==> config.mk <==
export PLATFORM = sky130hd
export DESIGN_NAME = slot_free_list_allocator_unit_flat
export DESIGN_NICKNAME = d
export VERILOG_FILES = /design/src/hdl/sfla_pkg.sv /design/src/hdl/sfla_if.sv /design/src/hdl/sfla_datapath.sv /design/src/hdl/sfla_ctrl.sv /design/src/hdl/slot_free_list_allocator_unit.sv /design/src/flat_wrapper.sv
export SDC_FILE = /design/constraint.sdc
export NUM_CORES = 1
export LEC_CHECK = 0
export ABC_CLOCK_PERIOD_IN_PS = 6550
export BUFFER_PORTS_ARGS = -buffer_cell sky130_fd_sc_hd__buf_2
export CAP_MARGIN = 20
export CORE_MARGIN = 2
export CORE_UTILIZATION = 45
export DETAILED_ROUTE_END_ITERATION = 12
export PLACE_DENSITY = 0.56
export SLEW_MARGIN = 15
export SYNTH_ARGS = -nofsm -noshare
export SYNTH_HDL_FRONTEND = slang
export SYNTH_SLANG_ARGS = --single-unit
==> constraint.sdc <==
create_clock -name clk -period 6.55 [get_ports clk]
set_input_delay 0.655 -clock clk [delete_from_list [all_inputs] [get_ports clk]]
set_output_delay 0.655 -clock clk [all_outputs]
set_load 0.05 [all_outputs]
==> src/hdl/sfla_pkg.sv <==
`default_nettype none

package sfla_pkg;

  localparam int SLOTS = 64;
  localparam int IDX_W = (SLOTS > 1) ? $clog2(SLOTS) : 1;
  localparam int SLOT_W = 6;
  localparam int LINK_W = 7;
  localparam int CNT_W = 7;
  localparam int CMD_W = 2;
  localparam int STAT_W = 2;
  localparam int UOP_W = 4;

  localparam logic [LINK_W-1:0] NIL = LINK_W'(SLOTS);

  localparam logic [CMD_W-1:0] CMD_ALLOC = 2'd0;
  localparam logic [CMD_W-1:0] CMD_FREE = 2'd1;
  localparam logic [CMD_W-1:0] CMD_LIST = 2'd2;

  localparam logic [STAT_W-1:0] ST_OK = 2'd0;
  localparam logic [STAT_W-1:0] ST_NOFREE = 2'd1;
  localparam logic [STAT_W-1:0] ST_BADFREE = 2'd2;

  localparam logic [UOP_W-1:0] U_NOP = 4'd0;
  localparam logic [UOP_W-1:0] U_INIT = 4'd1;
  localparam logic [UOP_W-1:0] U_A_RD = 4'd2;
  localparam logic [UOP_W-1:0] U_A_WR = 4'd3;
  localparam logic [UOP_W-1:0] U_A_FIN = 4'd4;
  localparam logic [UOP_W-1:0] U_F_RD = 4'd5;
  localparam logic [UOP_W-1:0] U_F_WR = 4'd6;
  localparam logic [UOP_W-1:0] U_F_FIN = 4'd7;
  localparam logic [UOP_W-1:0] U_E_NOFREE = 4'd8;
  localparam logic [UOP_W-1:0] U_E_BADFREE = 4'd9;
  localparam logic [UOP_W-1:0] U_L_START = 4'd10;
  localparam logic [UOP_W-1:0] U_L_EMIT = 4'd11;
  localparam logic [UOP_W-1:0] U_L_NEXT = 4'd12;

  typedef struct packed {
    logic             latch;
    logic [UOP_W-1:0] uop;
  } sfla_ctl_t;

  typedef struct packed {
    logic [CMD_W-1:0] cmd;
    logic             free_avail;
    logic             slot_used;
    logic             init_last;
    logic             list_last;
    logic             out_free;
  } sfla_stat_t;

endpackage

`default_nettype wire

==> src/hdl/sfla_if.sv <==
`default_nettype none

interface sfla_in_if;
  logic                        valid;
  logic                        ready;
  logic [sfla_pkg::CMD_W-1:0]  command;
  logic [sfla_pkg::SLOT_W-1:0] slot;

  modport source (output valid, output command, output slot, input ready);
  modport sink (input valid, input command, input slot, output ready);
endinterface

interface sfla_out_if;
  logic                        valid;
  logic                        ready;
  logic [sfla_pkg::SLOT_W-1:0] slot_out;
  logic                        valid_res;
  logic [sfla_pkg::STAT_W-1:0] status;
  logic                        last;
  logic [sfla_pkg::CNT_W-1:0]  used_count;

  modport source (output valid, output slot_out, output valid_res, output status,
                  output last, output used_count, input ready);
  modport sink (input valid, input slot_out, input valid_res, input status,
                input last, input used_count, output ready);
endinterface

`default_nettype wire

==> src/hdl/sfla_datapath.sv <==
`default_nettype none

module sfla_datapath (
  input  wire logic                        clk,
  input  wire logic                        rst_n,
  input  wire sfla_pkg::sfla_ctl_t         ctl,
  output sfla_pkg::sfla_stat_t             stat,
  input  wire logic [sfla_pkg::CMD_W-1:0]  in_command,
  input  wire logic [sfla_pkg::SLOT_W-1:0] in_slot,
  output logic                             out_valid,
  input  wire logic                        out_ready,
  output logic [sfla_pkg::SLOT_W-1:0]      out_slot_out,
  output logic                             out_valid_res,
  output logic [sfla_pkg::STAT_W-1:0]      out_status,
  output logic                             out_last,
  output logic [sfla_pkg::CNT_W-1:0]       out_used_count
);

  localparam int IDX_W = sfla_pkg::IDX_W;
  localparam int LINK_W = sfla_pkg::LINK_W;
  localparam int SLOT_W = sfla_pkg::SLOT_W;
  localparam int CNT_W = sfla_pkg::CNT_W;
  localparam int SLOTS = sfla_pkg::SLOTS;

  logic [LINK_W-1:0] next_mem [SLOTS];
  logic [LINK_W-1:0] prev_mem [SLOTS];
  logic              in_use_mem [SLOTS];

  logic [sfla_pkg::CMD_W-1:0] cmd_r, cmd_nxt;
  logic [SLOT_W-1:0] sel_r, sel_nxt;
  logic [LINK_W-1:0] free_head_r, free_head_nxt;
  logic [LINK_W-1:0] used_head_r, used_head_nxt;
  logic [CNT_W-1:0] count_r, count_nxt;
  logic [IDX_W-1:0] init_idx_r, init_idx_nxt;
  logic [IDX_W-1:0] list_idx_r, list_idx_nxt;
  logic [LINK_W-1:0] cur_r, cur_nxt;
  logic [LINK_W-1:0] next_q_r, prev_q_r;
  logic used_q_r;

  logic out_valid_r, out_valid_nxt;
  logic [SLOT_W-1:0] out_slot_r, out_slot_nxt;
  logic out_vres_r, out_vres_nxt;
  logic [sfla_pkg::STAT_W-1:0] out_status_r, out_status_nxt;
  logic out_last_r, out_last_nxt;
  logic [CNT_W-1:0] out_count_r, out_count_nxt;

  logic [IDX_W-1:0] sel_idx;
  logic [LINK_W-1:0] sel_link;
  logic sel_ok, fh_ok, uh_ok, cur_ok, p_ok, n_ok;
  logic emit;

  logic rd_en;
  logic [IDX_W-1:0] rd_addr;
  logic next_we, prev_we;
  logic [IDX_W-1:0] next_waddr, prev_waddr;
  logic [LINK_W-1:0] next_wdata, prev_wdata;
  logic use_we;
  logic [IDX_W-1:0] use_waddr;
  logic use_wdata;

  assign sel_idx = sel_r[IDX_W-1:0];
  assign sel_link = LINK_W'(sel_r);
  assign sel_ok = sel_link < sfla_pkg::NIL;
  assign fh_ok = free_head_r < sfla_pkg::NIL;
  assign uh_ok = used_head_r < sfla_pkg::NIL;
  assign cur_ok = cur_r < sfla_pkg::NIL;
  assign p_ok = prev_q_r < sfla_pkg::NIL;
  assign n_ok = next_q_r < sfla_pkg::NIL;

  assign stat.cmd = cmd_r;
  assign stat.free_avail = fh_ok;
  assign stat.slot_used = sel_ok && used_q_r;
  assign stat.init_last = init_idx_r == IDX_W'(SLOTS - 1);
  assign stat.list_last = list_idx_r == IDX_W'(SLOTS - 1);
  assign stat.out_free = !out_valid_r || out_ready;

  always_comb begin
    rd_en = 1'b0;
    rd_addr = sel_idx;
    next_we = 1'b0;
    next_waddr = sel_idx;
    next_wdata = used_head_r;
    prev_we = 1'b0;
    prev_waddr = sel_idx;
    prev_wdata = sfla_pkg::NIL;
    use_we = 1'b0;
    use_waddr = sel_idx;
    use_wdata = 1'b0;
    case (ctl.uop)
      sfla_pkg::U_INIT: begin
        next_we = 1'b1;
        next_waddr = init_idx_r;
        next_wdata = (init_idx_r == IDX_W'(SLOTS - 1)) ? sfla_pkg::NIL :
                     LINK_W'(init_idx_r) + LINK_W'(1);
        use_we = 1'b1;
        use_waddr = init_idx_r;
      end
      sfla_pkg::U_A_RD: begin
        rd_en = 1'b1;
        rd_addr = free_head_r[IDX_W-1:0];
      end
      sfla_pkg::U_A_WR: begin
        next_we = 1'b1;
        prev_we = 1'b1;
      end
      sfla_pkg::U_A_FIN: begin
        prev_we = uh_ok;
        prev_waddr = used_head_r[IDX_W-1:0];
        prev_wdata = sel_link;
        use_we = 1'b1;
        use_wdata = 1'b1;
      end
      sfla_pkg::U_F_RD: begin
        rd_en = 1'b1;
      end
      sfla_pkg::U_F_WR: begin
        next_we = p_ok;
        next_waddr = prev_q_r[IDX_W-1:0];
        next_wdata = next_q_r;
        prev_we = n_ok;
        prev_waddr = next_q_r[IDX_W-1:0];
        prev_wdata = prev_q_r;
      end
      sfla_pkg::U_F_FIN: begin
        next_we = 1'b1;
        next_wdata = free_head_r;
        use_we = 1'b1;
      end
      sfla_pkg::U_L_EMIT: begin
        rd_en = cur_ok;
        rd_addr = cur_r[IDX_W-1:0];
      end
      default: begin
      end
    endcase
  end

  always_comb begin
    cmd_nxt = cmd_r;
    sel_nxt = sel_r;
    free_head_nxt = free_head_r;
    used_head_nxt = used_head_r;
    count_nxt = count_r;
    init_idx_nxt = init_idx_r;
    list_idx_nxt = list_idx_r;
    cur_nxt = cur_r;
    emit = 1'b0;
    out_slot_nxt = out_slot_r;
    out_vres_nxt = 1'b0;
    out_status_nxt = sfla_pkg::ST_OK;
    out_last_nxt = 1'b1;
    if (ctl.latch) begin
      cmd_nxt = in_command;
      sel_nxt = in_slot;
    end
    case (ctl.uop)
      sfla_pkg::U_INIT: begin
        init_idx_nxt = init_idx_r + IDX_W'(1);
      end
      sfla_pkg::U_A_RD: begin
        sel_nxt = free_head_r[SLOT_W-1:0];
      end
      sfla_pkg::U_A_WR: begin
        free_head_nxt = next_q_r;
      end
      sfla_pkg::U_A_FIN: begin
        used_head_nxt = sel_link;
        count_nxt = count_r + CNT_W'(1);
        emit = 1'b1;
        out_slot_nxt = sel_r;
        out_vres_nxt = 1'b1;
      end
      sfla_pkg::U_F_WR: begin
        if (!p_ok) begin
          used_head_nxt = next_q_r;
        end
      end
      sfla_pkg::U_F_FIN: begin
        free_head_nxt = sel_link;
        count_nxt = count_r - CNT_W'(1);
        emit = 1'b1;
        out_slot_nxt = sel_r;
      end
      sfla_pkg::U_E_NOFREE: begin
        emit = 1'b1;
        out_slot_nxt = '0;
        out_status_nxt = sfla_pkg::ST_NOFREE;
      end
      sfla_pkg::U_E_BADFREE: begin
        emit = 1'b1;
        out_slot_nxt = sel_r;
        out_status_nxt = sfla_pkg::ST_BADFREE;
      end
      sfla_pkg::U_L_START: begin
        cur_nxt = used_head_r;
        list_idx_nxt = '0;
      end
      sfla_pkg::U_L_EMIT: begin
        emit = 1'b1;
        out_slot_nxt = cur_ok ? cur_r[SLOT_W-1:0] : '0;
        out_vres_nxt = cur_ok;
        out_last_nxt = stat.list_last;
        list_idx_nxt = list_idx_r + IDX_W'(1);
      end
      sfla_pkg::U_L_NEXT: begin
        if (cur_ok) begin
          cur_nxt = next_q_r;
        end
      end
      default: begin
      end
    endcase
    out_count_nxt = count_nxt;
    if (emit) begin
      out_valid_nxt = 1'b1;
    end else if (out_ready) begin
      out_valid_nxt = 1'b0;
    end else begin
      out_valid_nxt = out_valid_r;
    end
  end

  always_ff @(posedge clk) begin
    if (!rst_n) begin
      free_head_r <= '0;
      used_head_r <= sfla_pkg::NIL;
      count_r <= '0;
      init_idx_r <= '0;
      out_valid_r <= 1'b0;
    end else begin
      free_head_r <= free_head_nxt;
      used_head_r <= used_head_nxt;
      count_r <= count_nxt;
      init_idx_r <= init_idx_nxt;
      out_valid_r <= out_valid_nxt;
    end
  end

  always_ff @(posedge clk) begin
    cmd_r <= cmd_nxt;
    sel_r <= sel_nxt;
    list_idx_r <= list_idx_nxt;
    cur_r <= cur_nxt;
    if (emit) begin
      out_slot_r <= out_slot_nxt;
      out_vres_r <= out_vres_nxt;
      out_status_r <= out_status_nxt;
      out_last_r <= out_last_nxt;
      out_count_r <= out_count_nxt;
    end
  end

  always_ff @(posedge clk) begin
    if (next_we) begin
      next_mem[next_waddr] <= next_wdata;
    end
    if (prev_we) begin
      prev_mem[prev_waddr] <= prev_wdata;
    end
    if (rd_en) begin
      next_q_r <= next_mem[rd_addr];
      prev_q_r <= prev_mem[rd_addr];
    end
  end

  always_ff @(posedge clk) begin
    if (use_we) begin
      in_use_mem[use_waddr] <= use_wdata;
    end
    if (ctl.latch) begin
      used_q_r <= in_use_mem[in_slot[IDX_W-1:0]];
    end
  end

  assign out_valid = out_valid_r;
  assign out_slot_out = out_slot_r;
  assign out_valid_res = out_vres_r;
  assign out_status = out_status_r;
  assign out_last = out_last_r;
  assign out_used_count = out_count_r;

`ifndef SYNTH
  a_count_range: assert property (@(posedge clk) disable iff (!rst_n)
    count_r <= CNT_W'(SLOTS))
    else $error("Used count exceeds the number of slots.");

  a_alloc_pushes_used: assert property (@(posedge clk) disable iff (!rst_n)
    (ctl.uop == sfla_pkg::U_A_FIN) |=>
      (used_head_r == $past(sel_link)) && (count_r == $past(count_r) + CNT_W'(1)))
    else $error("Allocated slot did not become the used list head.");

  a_free_pushes_head: assert property (@(posedge clk) disable iff (!rst_n)
    (ctl.uop == sfla_pkg::U_F_FIN) |=> (free_head_r == $past(sel_link)))
    else $error("Released slot did not become the free list head.");

  a_out_held: assert property (@(posedge clk) disable iff (!rst_n)
    (out_valid_r && !out_ready) |=>
      out_valid_r && $stable(out_slot_r) && $stable(out_count_r))
    else $error("A waiting result changed before it was taken.");
`endif

endmodule

`default_nettype wire

==> src/hdl/sfla_ctrl.sv <==
`default_nettype none

module sfla_ctrl (
  input  wire logic                 clk,
  input  wire logic                 rst_n,
  input  wire logic                 in_valid,
  output logic                      in_ready,
  input  wire sfla_pkg::sfla_stat_t stat,
  output sfla_pkg::sfla_ctl_t       ctl
);

  localparam logic [3:0] S_INIT = 4'd0;
  localparam logic [3:0] S_IDLE = 4'd1;
  localparam logic [3:0] S_DEC = 4'd2;
  localparam logic [3:0] S_A_RD = 4'd3;
  localparam logic [3:0] S_A_WR = 4'd4;
  localparam logic [3:0] S_A_FIN = 4'd5;
  localparam logic [3:0] S_F_RD = 4'd6;
  localparam logic [3:0] S_F_WR = 4'd7;
  localparam logic [3:0] S_F_FIN = 4'd8;
  localparam logic [3:0] S_E_NOFREE = 4'd9;
  localparam logic [3:0] S_E_BADFREE = 4'd10;
  localparam logic [3:0] S_L_EMIT = 4'd11;
  localparam logic [3:0] S_L_NEXT = 4'd12;

  logic [3:0] state_r, state_nxt;

  assign in_ready = state_r == S_IDLE;

  always_comb begin
    state_nxt = state_r;
    ctl.latch = 1'b0;
    ctl.uop = sfla_pkg::U_NOP;
    case (state_r)
      S_INIT: begin
        ctl.uop = sfla_pkg::U_INIT;
        if (stat.init_last) begin
          state_nxt = S_IDLE;
        end
      end
      S_IDLE: begin
        if (in_valid) begin
          ctl.latch = 1'b1;
          state_nxt = S_DEC;
        end
      end
      S_DEC: begin
        ctl.uop = sfla_pkg::U_L_START;
        case (stat.cmd)
          sfla_pkg::CMD_ALLOC: state_nxt = stat.free_avail ? S_A_RD : S_E_NOFREE;
          sfla_pkg::CMD_FREE: state_nxt = stat.slot_used ? S_F_RD : S_E_BADFREE;
          sfla_pkg::CMD_LIST: state_nxt = S_L_EMIT;
          default: state_nxt = S_IDLE;
        endcase
      end
      S_A_RD: begin
        ctl.uop = sfla_pkg::U_A_RD;
        state_nxt = S_A_WR;
      end
      S_A_WR: begin
        ctl.uop = sfla_pkg::U_A_WR;
        state_nxt = S_A_FIN;
      end
      S_A_FIN: begin
        if (stat.out_free) begin
          ctl.uop = sfla_pkg::U_A_FIN;
          state_nxt = S_IDLE;
        end
      end
      S_F_RD: begin
        ctl.uop = sfla_pkg::U_F_RD;
        state_nxt = S_F_WR;
      end
      S_F_WR: begin
        ctl.uop = sfla_pkg::U_F_WR;
        state_nxt = S_F_FIN;
      end
      S_F_FIN: begin
        if (stat.out_free) begin
          ctl.uop = sfla_pkg::U_F_FIN;
          state_nxt = S_IDLE;
        end
      end
      S_E_NOFREE: begin
        if (stat.out_free) begin
          ctl.uop = sfla_pkg::U_E_NOFREE;
          state_nxt = S_IDLE;
        end
      end
      S_E_BADFREE: begin
        if (stat.out_free) begin
          ctl.uop = sfla_pkg::U_E_BADFREE;
          state_nxt = S_IDLE;
        end
      end
      S_L_EMIT: begin
        if (stat.out_free) begin
          ctl.uop = sfla_pkg::U_L_EMIT;
          state_nxt = stat.list_last ? S_IDLE : S_L_NEXT;
        end
      end
      S_L_NEXT: begin
        ctl.uop = sfla_pkg::U_L_NEXT;
        state_nxt = S_L_EMIT;
      end
      default: begin
        state_nxt = S_IDLE;
      end
    endcase
  end

  always_ff @(posedge clk) begin
    if (!rst_n) begin
      state_r <= S_INIT;
    end else begin
      state_r <= state_nxt;
    end
  end

endmodule

`default_nettype wire

==> src/hdl/slot_free_list_allocator_unit.sv <==
// Slot allocator keeping the slots on a singly linked free list and a doubly linked used list.
// The links and the in-use flags sit in small memories with one write and one registered read
// per cycle. After reset the block runs a clearing pass over all SLOTS entries that chains the
// free list in index order and clears the in-use flags, and accepts no request until it ends.
// Requests are then taken one at a time: an allocate or a free steps through decode, one link
// read and two steps of link writes, and registers its result in the last of these; an error
// registers its result in the step after decode; a list presents SLOTS entries, an emit step per
// entry with a next step between entries, paced by one link read per step of the walk. A result
// that is not taken holds the block in its last step. The result register lets a new request be
// accepted while the previous result is still waiting to be taken.
`default_nettype none

module slot_free_list_allocator_unit (
  input  wire logic clk,
  input  wire logic rst_n,
  sfla_in_if.sink   in_ch,
  sfla_out_if.source out_ch
);

  sfla_pkg::sfla_ctl_t  ctl;
  sfla_pkg::sfla_stat_t stat;

  sfla_ctrl u_ctrl (
    .clk      (clk),
    .rst_n    (rst_n),
    .in_valid (in_ch.valid),
    .in_ready (in_ch.ready),
    .stat     (stat),
    .ctl      (ctl)
  );

  sfla_datapath u_datapath (
    .clk            (clk),
    .rst_n          (rst_n),
    .ctl            (ctl),
    .stat           (stat),
    .in_command     (in_ch.command),
    .in_slot        (in_ch.slot),
    .out_valid      (out_ch.valid),
    .out_ready      (out_ch.ready),
    .out_slot_out   (out_ch.slot_out),
    .out_valid_res  (out_ch.valid_res),
    .out_status     (out_ch.status),
    .out_last       (out_ch.last),
    .out_used_count (out_ch.used_count)
  );

endmodule

`default_nettype wire

==> src/flat_wrapper.sv <==
// flat-port wrapper written by rule: the top's interface ports become plain ports
module slot_free_list_allocator_unit_flat 
  (clk, rst_n, in_ch_valid, in_ch_command, in_ch_slot, in_ch_ready, out_ch_valid, out_ch_slot_out, out_ch_valid_res, out_ch_status, out_ch_last, out_ch_used_count, out_ch_ready);
  sfla_in_if in_ch_i ();
  sfla_out_if out_ch_i ();
  input  wire logic clk;
  input  wire logic rst_n;
  input wire logic [$bits(in_ch_i.valid)-1:0] in_ch_valid;
  input wire logic [$bits(in_ch_i.command)-1:0] in_ch_command;
  input wire logic [$bits(in_ch_i.slot)-1:0] in_ch_slot;
  output wire logic [$bits(in_ch_i.ready)-1:0] in_ch_ready;
  output wire logic [$bits(out_ch_i.valid)-1:0] out_ch_valid;
  output wire logic [$bits(out_ch_i.slot_out)-1:0] out_ch_slot_out;
  output wire logic [$bits(out_ch_i.valid_res)-1:0] out_ch_valid_res;
  output wire logic [$bits(out_ch_i.status)-1:0] out_ch_status;
  output wire logic [$bits(out_ch_i.last)-1:0] out_ch_last;
  output wire logic [$bits(out_ch_i.used_count)-1:0] out_ch_used_count;
  input wire logic [$bits(out_ch_i.ready)-1:0] out_ch_ready;
  assign in_ch_i.valid = in_ch_valid;
  assign in_ch_i.command = in_ch_command;
  assign in_ch_i.slot = in_ch_slot;
  assign in_ch_ready = in_ch_i.ready;
  assign out_ch_valid = out_ch_i.valid;
  assign out_ch_slot_out = out_ch_i.slot_out;
  assign out_ch_valid_res = out_ch_i.valid_res;
  assign out_ch_status = out_ch_i.status;
  assign out_ch_last = out_ch_i.last;
  assign out_ch_used_count = out_ch_i.used_count;
  assign out_ch_i.ready = out_ch_ready;
  slot_free_list_allocator_unit u_core (.clk(clk), .rst_n(rst_n), .in_ch(in_ch_i), .out_ch(out_ch_i));
endmodule
======== Yosys cells after proc, flatten, opt, wreduce, memory -nomap -nowiden ========
Memories as Yosys holds them, arrays and structs flattened. A register that Yosys moved wholly into a read port is not among the register bits.
Cells that the tools add are included.
cells by class
  order comparisons ....................... 6
  add/sub/neg operators ................... 5
  equality and inequality tests ........... 34
  reduce and logical (&&, ||, !) cells .... 22
  muxes and demuxes ....................... 51
operator list
  cell                                                 count
  case mux 7 bit (2 select lines)                      5
  case mux 4 bit (12 select lines)                     1
  case mux 6 bit (2 select lines)                      4
  == test 4 bit (second input constant)                10
  2-to-1 mux 4 bit                                     10
  case mux 4 bit (10 select lines)                     1
  < comparator 7 bit (second input constant)           5
  == test 4 x 3 -> 1 bit (second input constant)       8
  2-to-1 mux 6 bit                                     4
  2-to-1 mux 7 bit                                     3
  case mux 7 bit (3 select lines)                      1
  case mux 6 bit (3 select lines)                      1
  == test 4 x 2 -> 1 bit (second input constant)       4
  2-to-1 mux 1 bit                                     13
  adder 6 x 1 -> 6 bit (second input constant)         2
  == test 6 bit (second input constant)                2
  case mux 4 bit (3 select lines)                      1
  nonzero test 2 bit                                   6
  OR reduction 3 bit                                   3
  == test 4 x 1 -> 1 bit (second input constant)       2
  adder 6 x 1 -> 7 bit (second input constant)         1
  adder 7 x 1 -> 7 bit (second input constant)         1
  < comparator 6 x 7 -> 1 bit (second input constant)  1
  subtractor 7 x 1 -> 7 bit (second input constant)    1
  19 further kinds                                     28
storage, ports and cells
  RAM bits ................................ 960
  bits in registers ....................... 70
  logic and storage cells ................. 136
  output and inout bits ................... 19
  memories ................................ 3
  bits of input ports ..................... 12
memory list
  memory                        words  bits a word  rd ports  clocked after Yosys merged registers in  write ports  RTL line             RTL
  u_core.u_datapath.next_mem    64     7            1         1                                        1            sfla_datapath.sv:25  logic [LINK_W-1:0] next_mem [SLOTS];
  u_core.u_datapath.prev_mem    64     7            1         1                                        1            sfla_datapath.sv:26  logic [LINK_W-1:0] prev_mem [SLOTS];
  u_core.u_datapath.in_use_mem  64     1            1         1                                        1            sfla_datapath.sv:27  logic in_use_mem [SLOTS];

======== Longest topological paths before layout ========
Gate-level depths: netlist of run 1.
  depth after elaboration ................. 9
  gate-level depth with buffers ........... 14
  depth with buffers taken out ............ 11

======== By module ========
A second synthesis of run 1 with hierarchy kept.
second synthesis, totals
  cell total of the unflattened synthesis .. 2975
  area total of the unflattened synthesis .. 43645.6 um^2
modules (own cells, without submodules)
  module         cells an instance  sequential area each (um^2)  times used  area an instance (um^2)
  sfla_datapath  2896               30979.7                      1           43082.6
  sfla_ctrl      79                 80.1                         1           563.0

======== Least setup slack after synthesis of run 1 ========
OpenSTA, ideal clock, no wires.
  kind .................................... input -> register
  start point ............................. in out_ch_ready
  end point ............................... mem u_core.u_datapath.prev_mem[0][6], data pin
  stages on the path ...................... 7
  slack ................................... 2.251 ns
  required time ........................... 6.051 ns
  library setup time ...................... 0.499 ns
  arrival ................................. 3.800 ns
  path through ............................ nand2b_1 -> buf_2 -> nand3_1 -> inv_1 -> clkbuf_1 -> clkbuf_1 -> nor2_1
between the ends
  cells in the longest elaborated chain, start to end .. 5
  elaborated cells between the ends (all ways) .. 10
  classes of those cells .................. eq/ne (2); mux (7); reduce/logical (1)
ends and longest elaborated chain
  what                                      RTL line             RTL
  from (decl)                               flat_wrapper.sv:18   input wire logic [$bits(out_ch_i.ready)-1:0] out_ch_ready;
  logical OR 1 bit *                        sfla_datapath.sv:75  assign stat.out_free = !out_valid_r || out_ready;
  2-to-1 mux 4 bit (tied with other cells)  sfla_ctrl.sv:97      if (stat.out_free) begin
  case mux 4 bit (12 select lines) *        sfla_ctrl.sv:34      case (state_r)
  == test 4 x 3 -> 1 bit                    sfla_datapath.sv:89  case (ctl.uop)
  case mux 7 bit (2 select lines) *         sfla_datapath.sv:89
  net u_core.u_datapath.prev_wdata[6]       sfla_datapath.sv:56  logic [LINK_W-1:0] next_wdata, prev_wdata;
  to (decl)                                 sfla_datapath.sv:26
The timed path passes the listed nets; every way through them passes the cells marked *.

======== Worst setup path in the final report of run 1 ========
  start point ............................. reg u_core.u_ctrl.state_r[2]
  end point ............................... mem u_core.u_datapath.prev_mem[35][1] (enable)
between the ends
  cells in the longest elaborated chain, start to end .. 6
  elaborated cells between the ends (all ways) .. 20
  classes of those cells .................. eq/ne (14); mux (5); reduce/logical (1)
ends and longest elaborated chain
  what                                                              RTL line              RTL
  from (decl)                                                       sfla_ctrl.sv:26       logic [3:0] state_r, state_nxt;
  from (signal assigned)                                            sfla_ctrl.sv:116      state_r <= state_nxt;
  == test 4 bit (tied with other cells)                             sfla_ctrl.sv:34
  case mux 4 bit (12 select lines) *                                sfla_ctrl.sv:34
  == test 4 x 3 -> 1 bit or == test 4 x 2 -> 1 bit (tied branches)  sfla_datapath.sv:89
  case mux 1 bit (3 select lines)                                   sfla_datapath.sv:89
  2-to-1 mux 1 bit                                                  sfla_datapath.sv:257  if (prev_we) begin
  2-to-1 mux 1 bit (not written as such)                            sfla_datapath.sv:258  prev_mem[prev_waddr] <= prev_wdata;
Mark *: on every way between the ends. The rest lies on a longest branch, timed or not.

==> impl_metrics.csv, run 1 <==
group,metric,value,unit
timing,rsz0062_at_grt,"no",
power,p_sw,0.002672,W
yosys,synthMostInstantiatedCell,"edfxtp_1",
timing,worst_slew_pin_slew,1089,ps
cts,h-tree-depth,3,
power,pwr-share-comb,1.2,%
drt,viasPerCell,5.846,
cts,cts_buffers,105,
timing,tns,0,ps
floorplan,die_h,315.5,um
place,routabilityCongestion,0.9424,
layout,layout.nets,3050,
cts,clk_path_buf_depth,3,
timing,skew,35.86,ps
drt,dr_total_vias,25648,
layout,fillers,8106,
drt,dr.first_iter.drc_count,2683,
yosys,synth_seq_cells,1045,
cts,clkSlewWorstSetupHoldPaths,60,ps
global_route,antenna_found_initial,0,
global_route,grt_use_total,22.48,%
power,power.density,279.7,nW/um2
critical_path,required,6830,ps
power,power_frac_clock,45.1,%
yosys,syn_area_per_cell,14.46,um2
status,status,"complete, no violations",
critical_path,end_kind,"flip-flop",
cts,cts_setup_buffers,0,
global_route,grt_first_pass_wirelength,166.6,mm
timing,setup_ws,1609,ps
layout,multiInputGateArea,11710,um2
timing,fmax,202.4,MHz
drt,routedWlPerCell,25.70,um
yosys,synthTopCellsByArea,"edfxtp_1 (70%), mux2i_1 (7.6%), nand2_1 (3.6%), nor2_1 (2.3%), nand3_1 (1.6%)",
power,p_leak,17.74,nW
cts,ctsResizeCount,0,
layout,n_antenna_cell,0,
place,dpl_cell_area,45030,um2
yosys,synth_nets,3044,
timing,period_share,75.43,%
layout,drive_gt1_share,10.86,%
floorplan,core.rowCount,114,
hold_path,hold_class,"input port to flip-flop",
yosys,synthTopCellsByCount,"edfxtp_1 (1013), nand2_1 (420), mux2i_1 (330)",
critical_path,path_class,"flip-flop to flip-flop",
floorplan,design.core.area,96420,um2
run,maxCapViolations,0,
floorplan,die_w,315.5,um
timing,period_minus_slack,4941,ps
timing,relSlewSlack,26.92,%
global_route,gr-total-overflow,0,
layout,regArea,31060,um2
timing,slew_viol_final,0,
yosys,synth_top_area_cell,"edfxtp_1",
cts,hold_buffers,0,
critical_path,crit_fanout,21,
floorplan,start_util,45.28,%
yosys,syn_inst,3019,
cts,cts_root_buffer,"clkbuf_16",
layout,syn_to_final_growth,11.16,%
yosys,yosysUniqueCellTypes,70,
place,dpl_worst_slack,1725,ps
power,netSwitchingFraction,19.69,%
place,dp_hpwl,72.20,mm
critical_path,worstPathArrival,5220,ps
yosys,synthFlopType,"edfxtp_1",
drt,drc,0,
power,irDropWorstVdd,189.7,uV
cts,clock_latency,690,ps
power,p_int,0.01090,W
timing,hold_viol_final,0,
place,place.port_buffers,30,
yosys,synth_area,43660,um2
global_route,grt_max_degree,89,
critical_path,critical_path.slowest_cell,"a221oi_1",
layout,final_area,48530,um2
timing,setup_viol,0,
timing,holdWs,218.2,ps
floorplan,dieArea,99520,um2
yosys,seq_area_frac_synth,71.14,%
global_route,grt_pass1_vias,25193,
yosys,synth_top_area_share,69.68,%
critical_path,cp_cell_sequence,"and2_1 > and2_1 > nor2_1 > a221oi_1 > nand3_1 > nand2b_1 > nor2_1",
drt,ant_nets,0,
yosys,synthArstFlopShare,0,%
critical_path,startpoint_type,"flip-flop",
floorplan,io_pins,31,
cts,cts_tree,"built",
drt,drt_pass1_iterations,7,
yosys,yosysWarnings,0,
critical_path,critical_path.max_stage_delay,940,ps
cts,cts_sinks,1045,
power,seqPwrFrac,53.8,%
drt,wl,112.8,mm
yosys,synth_edf_count,1013,
==> critical path: cells and delay by family (launching register included) <==
family / cells / cell delay (ps)
DFF: 1 / 770
and+or+nand+nor: 6 / 2810
AOI/OAI and AO/OA: 1 / 940
==> power groups by stage <==
stage               combinational [W]  sequential [W]  clock [W]
floorplan                   0.0000839         0.00744          0
global route                 0.000174         0.00729    0.00646
detailed placement           0.000164         0.00744          0
global placement             0.000159         0.00744          0
finish                       0.000161         0.00730    0.00612
CTS                          0.000164         0.00730    0.00620
==> sequential cells by signal, summed over array words and instances (netlist names), 7 cells and up <==
register                          count
u_core.u_datapath.count_r             7
u_core.u_datapath.out_used_count      7
u_core.u_datapath.next_q_r            7
u_core.u_datapath.free_head_r         7
u_core.u_datapath.next_mem          448
u_core.u_datapath.in_use_mem         64
u_core.u_datapath.cur_r               7
u_core.u_datapath.used_head_r         7
u_core.u_datapath.prev_mem          448
u_core.u_datapath.prev_q_r            7
==> path summary, 6_finish.rpt <==
check                                                       end  slack [ps]  cells past startpoint                                     startpoint
hold / removal             u_core.u_datapath.cmd_r[1]$_DFFE_PP_         220                      1                               in_ch_command[1]
setup / recovery    u_core.u_datapath.prev_mem[35][1]$_DFFE_PP_        1610                      7          u_core.u_ctrl.state_r[2]$_SDFFE_PN0P_
hold reg to reg   u_core.u_datapath.used_head_r[6]$_SDFFE_PN1P_         540                      2  u_core.u_datapath.used_head_r[6]$_SDFFE_PN1P_
setup reg to reg    u_core.u_datapath.prev_mem[35][1]$_DFFE_PP_        1610                      7          u_core.u_ctrl.state_r[2]$_SDFFE_PN0P_
==> metrics by stage <==
step / utilization [%] / total power, W / std cells
finish: 50.33 / 0.01357 / 4387
global route: 50.33 / 0.01393 / 4387
CTS: 50.33 / 0.01366 / 4387
detailed placement: 46.70 / 0.007602 / 4194
global placement: 46.70 / 0.007596 / 4194
floorplan: - / 0.007521 / 3019
==> cell families after synthesis <==
| kind of cell | after synthesis | synth area share (%) |
|---|---|---|
| AOI/OAI and AO/OA | 389 | 6.657 |
| xor gates and xnor gates | 18 | 0.3611 |
| adders and majority gates | 13 | 0.3898 |
| buffers and inverters | 205 | 2.293 |
| DFF | 1045 | 71.14 |
| muxes | 385 | 9.526 |
| and+or+nand+nor | 964 | 9.629 |
==> layer usage <==
metal / wire, um / vias up / track usage (%)
met4: 3495 / 0 / 7.551
met5: 0 / - / 0
met3: 7002 / 179 / 3.339
met1: 48500 / 13004 / 31.31
met2: 53770 / 890 / 36.38
li1: - / 11575 / -
==> area by class of cell <==
type,instances,share of cell area [%]
Timing Repair Buffer,76,1.150
Clock inverter,69,1.562
Inverter,28,0.2166
Multi-Input combinational cell,1769,24.13
Sequential cell,1045,64.00
Clock buffer,124,5.649
Tap cell,1276,3.290
==> placed cells by master, fill, tap and decap left out, types with 26 or more instances in the layout <==
cell type | netlist | routed
edfxtp_1 | 1013 | 1013
nand3_1 | 143 | 142
dfxtp_1 | 32 | 32
buf_2 | 58 | 30
nand2_1 | 420 | 419
and3_1 | 44 | 42
a21oi_1 | 36 | 32
mux2_2 | 34 | 34
buf_4 | 22 | 41
mux2i_1 | 330 | 330
nor2_1 | 262 | 261
a311oi_1 | 27 | 27
a31oi_1 | 43 | 43
clkbuf_16 | 0 | 107
o22ai_1 | 93 | 93
inv_1 | 27 | 26
Power figures use the tool's default switching activity.
==> run 2: changes to the inputs <==
--- a/config.mk
+++ b/config.mk
@@ -5,7 +5,7 @@
 export SDC_FILE = /design/constraint.sdc
 export NUM_CORES = 1
 export LEC_CHECK = 0
-export ABC_CLOCK_PERIOD_IN_PS = 6550
+export ABC_CLOCK_PERIOD_IN_PS = 4600
 export BUFFER_PORTS_ARGS = -buffer_cell sky130_fd_sc_hd__buf_2
 export CAP_MARGIN = 20
 export CORE_MARGIN = 2
==> constraint.sdc (replaced) <==
create_clock -name clk -period 4.6 [get_ports clk]
set_input_delay 0.46 -clock clk [delete_from_list [all_inputs] [get_ports clk]]
set_output_delay 0.46 -clock clk [all_outputs]
set_load 0.05 [all_outputs]
==> run 2 against run 1 <==
Net effect:
- sequential share of layout area shrank 0.89 points
- clock skew rose by 2.7 ps
- highest routed layer unchanged
- largest power group unchanged
- clock power increased by 43%
==> impl_metrics.csv, run 2 (synthesis results as in run 1) <==
group,metric,value,unit
place,dpl_worst_slack,452.5,ps
layout,syn_to_final_growth,12.72,%
global_route,grt_pass1_vias,25827,
timing,worst_slew_pin_slew,1274,ps
critical_path,r2r_start,"u_core.u_ctrl.state_r[0]$_SDFFE_PN0P_",
critical_path,critical_path.max_stage_delay,1110,ps
drt,drt_pass1_iterations,6,
layout,fillers,8070,
place,routabilityCongestion,0.9262,
critical_path,critPathCapture,"u_core.u_datapath.prev_q_r[0]$_DFFE_PP_",
critical_path,startpoint_type,"flip-flop",
hold_path,hold_class,"input port to flip-flop",
cts,clk_path_buf_depth,3,
cts,cts_buffers,108,
layout,utilization,51.04,%
cts,clock_latency,690,ps
drt,viasPerCell,5.875,
drt,dr_total_vias,26207,
cts,cts_root_buffer,"clkbuf_16",
drt,ant_nets,0,
layout,n_antenna_cell,0,
critical_path,worstPathArrival,4740,ps
critical_path,ff2ff_setup_slack,240,ps
timing,fmax,229.6,MHz
power,p_leak,16.98,nW
cts,hold_buffers,0,
layout,layout_commonest_cell,"edfxtp_1",
critical_path,reg2reg_depth,7,
timing,setup_ws,244.1,ps
floorplan,die_h,315.5,um
critical_path,cp.buffers_inverters,0,
cts,cts_sinks,1045,
layout,mostFrequentLayoutCells,"edfxtp_1 (1013), nand2_1 (419), mux2i_1 (330)",
critical_path,required,4980,ps
critical_path,cp_top_family,"compound AO/OA/AOI/OAI gates",
timing,rsz0062_at_grt,"no",
timing,period_minus_slack,4356,ps
drt,wl,114.3,mm
floorplan,die_w,315.5,um
cts,ctsResizeCount,0,
critical_path,crit_fanout,16,
floorplan,io_pins,31,
cts,clkSlewWorstSetupHoldPaths,60,ps
layout,multiInputGateArea,11720,um2
layout,drive_gt1_share,12.97,%
timing,skew,38.55,ps
critical_path,cp_cell_sequence,"nand3b_1 > or2_0 > a221oi_1 > nand4_2 > o22ai_1 > or4_1 > a2111oi_2",
floorplan,design.core.area,96420,um2
global_route,grt_max_degree,68,
critical_path,cp-startpoint,"u_core.u_ctrl.state_r[0]$_SDFFE_PN0P_",
critical_path,end_kind,"flip-flop",
global_route,grt_first_pass_wirelength,168.2,mm
cts,cts_tree,"built",
power,irDropWorstVdd,288.3,uV
critical_path,critical_path.slowest_cell,"a221oi_1",
drt,drc,0,
layout,reg_top3,"u_core.u_datapath.next_mem: 448 flops, u_core.u_datapath.prev_mem: 448 flops, u_core.u_datapath.in_use_mem: 64 flops",
cts,cts_setup_buffers,0,
cts,h-tree-depth,3,
hold_path,hold_depth,1,
global_route,grt_use_total,22.86,%
place,dp_hpwl,73.59,mm
critical_path,cp.depth,7,
layout,regArea,31060,um2
floorplan,core.rowCount,114,
place,place.port_buffers,30,
timing,period_share,94.69,%
timing,hold_viol_final,0,
timing,slew_viol_final,0,
global_route,gr-total-overflow,0,
timing,holdWs,36.61,ps
drt,routedWlPerCell,25.62,um
floorplan,start_util,45.28,%
critical_path,timing.rr.end,"u_core.u_datapath.prev_q_r[0]$_DFFE_PP_",
status,status,"complete, no violations",
power,power.density,393.1,nW/um2
timing,setup_viol,0,
critical_path,path_class,"flip-flop to flip-flop",
timing,tns,0,ps
run,maxCapViolations,0,
floorplan,dieArea,99520,um2
timing,relSlewSlack,15.09,%
global_route,antenna_found_initial,0,
drt,dr.first_iter.drc_count,2956,
layout,layout.nets,3118,
## run 2: power breakdown
part           internal, W  switching [W]
clock              0.00510        0.00363
combinational    0.0000507       0.000181
sequential          0.0104      0.0000120
total               0.0155        0.00382
## run 2: area by class of cell
| type | instances | area share, % |
|---|---|---|
| clock buffers | 126 | 5.713 |
| clock inverters | 76 | 1.498 |
| inverters | 28 | 0.2136 |
| multi-input cells | 1769 | 23.81 |
| flip-flops and latches | 1045 | 63.11 |
| well taps | 1276 | 3.244 |
| repair buffers | 141 | 2.405 |
## run 2: worst register-to-register path, delay by kind of cell (launching register included)
kind / cells / cell delay (ps)
AOI/OAI and AO/OA: 3 / 1730
and+or+nand+nor: 4 / 1610
DFF: 1 / 720
## run 2: metal layers
layer | up-vias | GRT usage [%] | share of wire, %
li1 | 11721 | - | -
met1 | 13228 | 32.49 | 44
met2 | 1045 | 36.48 | 47
met3 | 213 | 3.562 | 6.7
met4 | 0 | 6.894 | 2.6
met5 | - | 0 | 0
## run 2: worst min-delay path by stage
stage / slack, ps / end / startpoint
6_report: 40 / u_core.u_datapath.cmd_r[1]$_DFFE_PP_ / in_ch_command[1]
5_1_grt: 10 / u_core.u_datapath.cmd_r[1]$_DFFE_PP_ / in_ch_command[1]
4_1_cts: 4 / u_core.u_datapath.cmd_r[1]$_DFFE_PP_ / in_ch_command[1]
3_5_place_dp: 550 / u_core.u_datapath.used_head_r[6]$_SDFFE_PN1P_ / u_core.u_datapath.used_head_r[6]$_SDFFE_PN1P_
3_3_place_gp: 550 / u_core.u_datapath.used_head_r[1]$_SDFFE_PN0P_ / u_core.u_datapath.used_head_r[1]$_SDFFE_PN0P_
2_1_floorplan: 490 / u_core.u_datapath.used_head_r[6]$_SDFFE_PN1P_ / u_core.u_datapath.used_head_r[6]$_SDFFE_PN1P_
## run 2: stage by stage
| stage | total power, W | instance area, um2 | cells |
|---|---|---|---|
| CTS | 0.01951 | 49200 | 4461 |
| floorplan | 0.01071 | 43660 | 3019 |
| finish | 0.01935 | 49210 | 4461 |
| global route | 0.01989 | 49210 | 4461 |
| global placement | 0.01082 | 45660 | 4259 |
| detailed placement | 0.01083 | 45660 | 4259 |
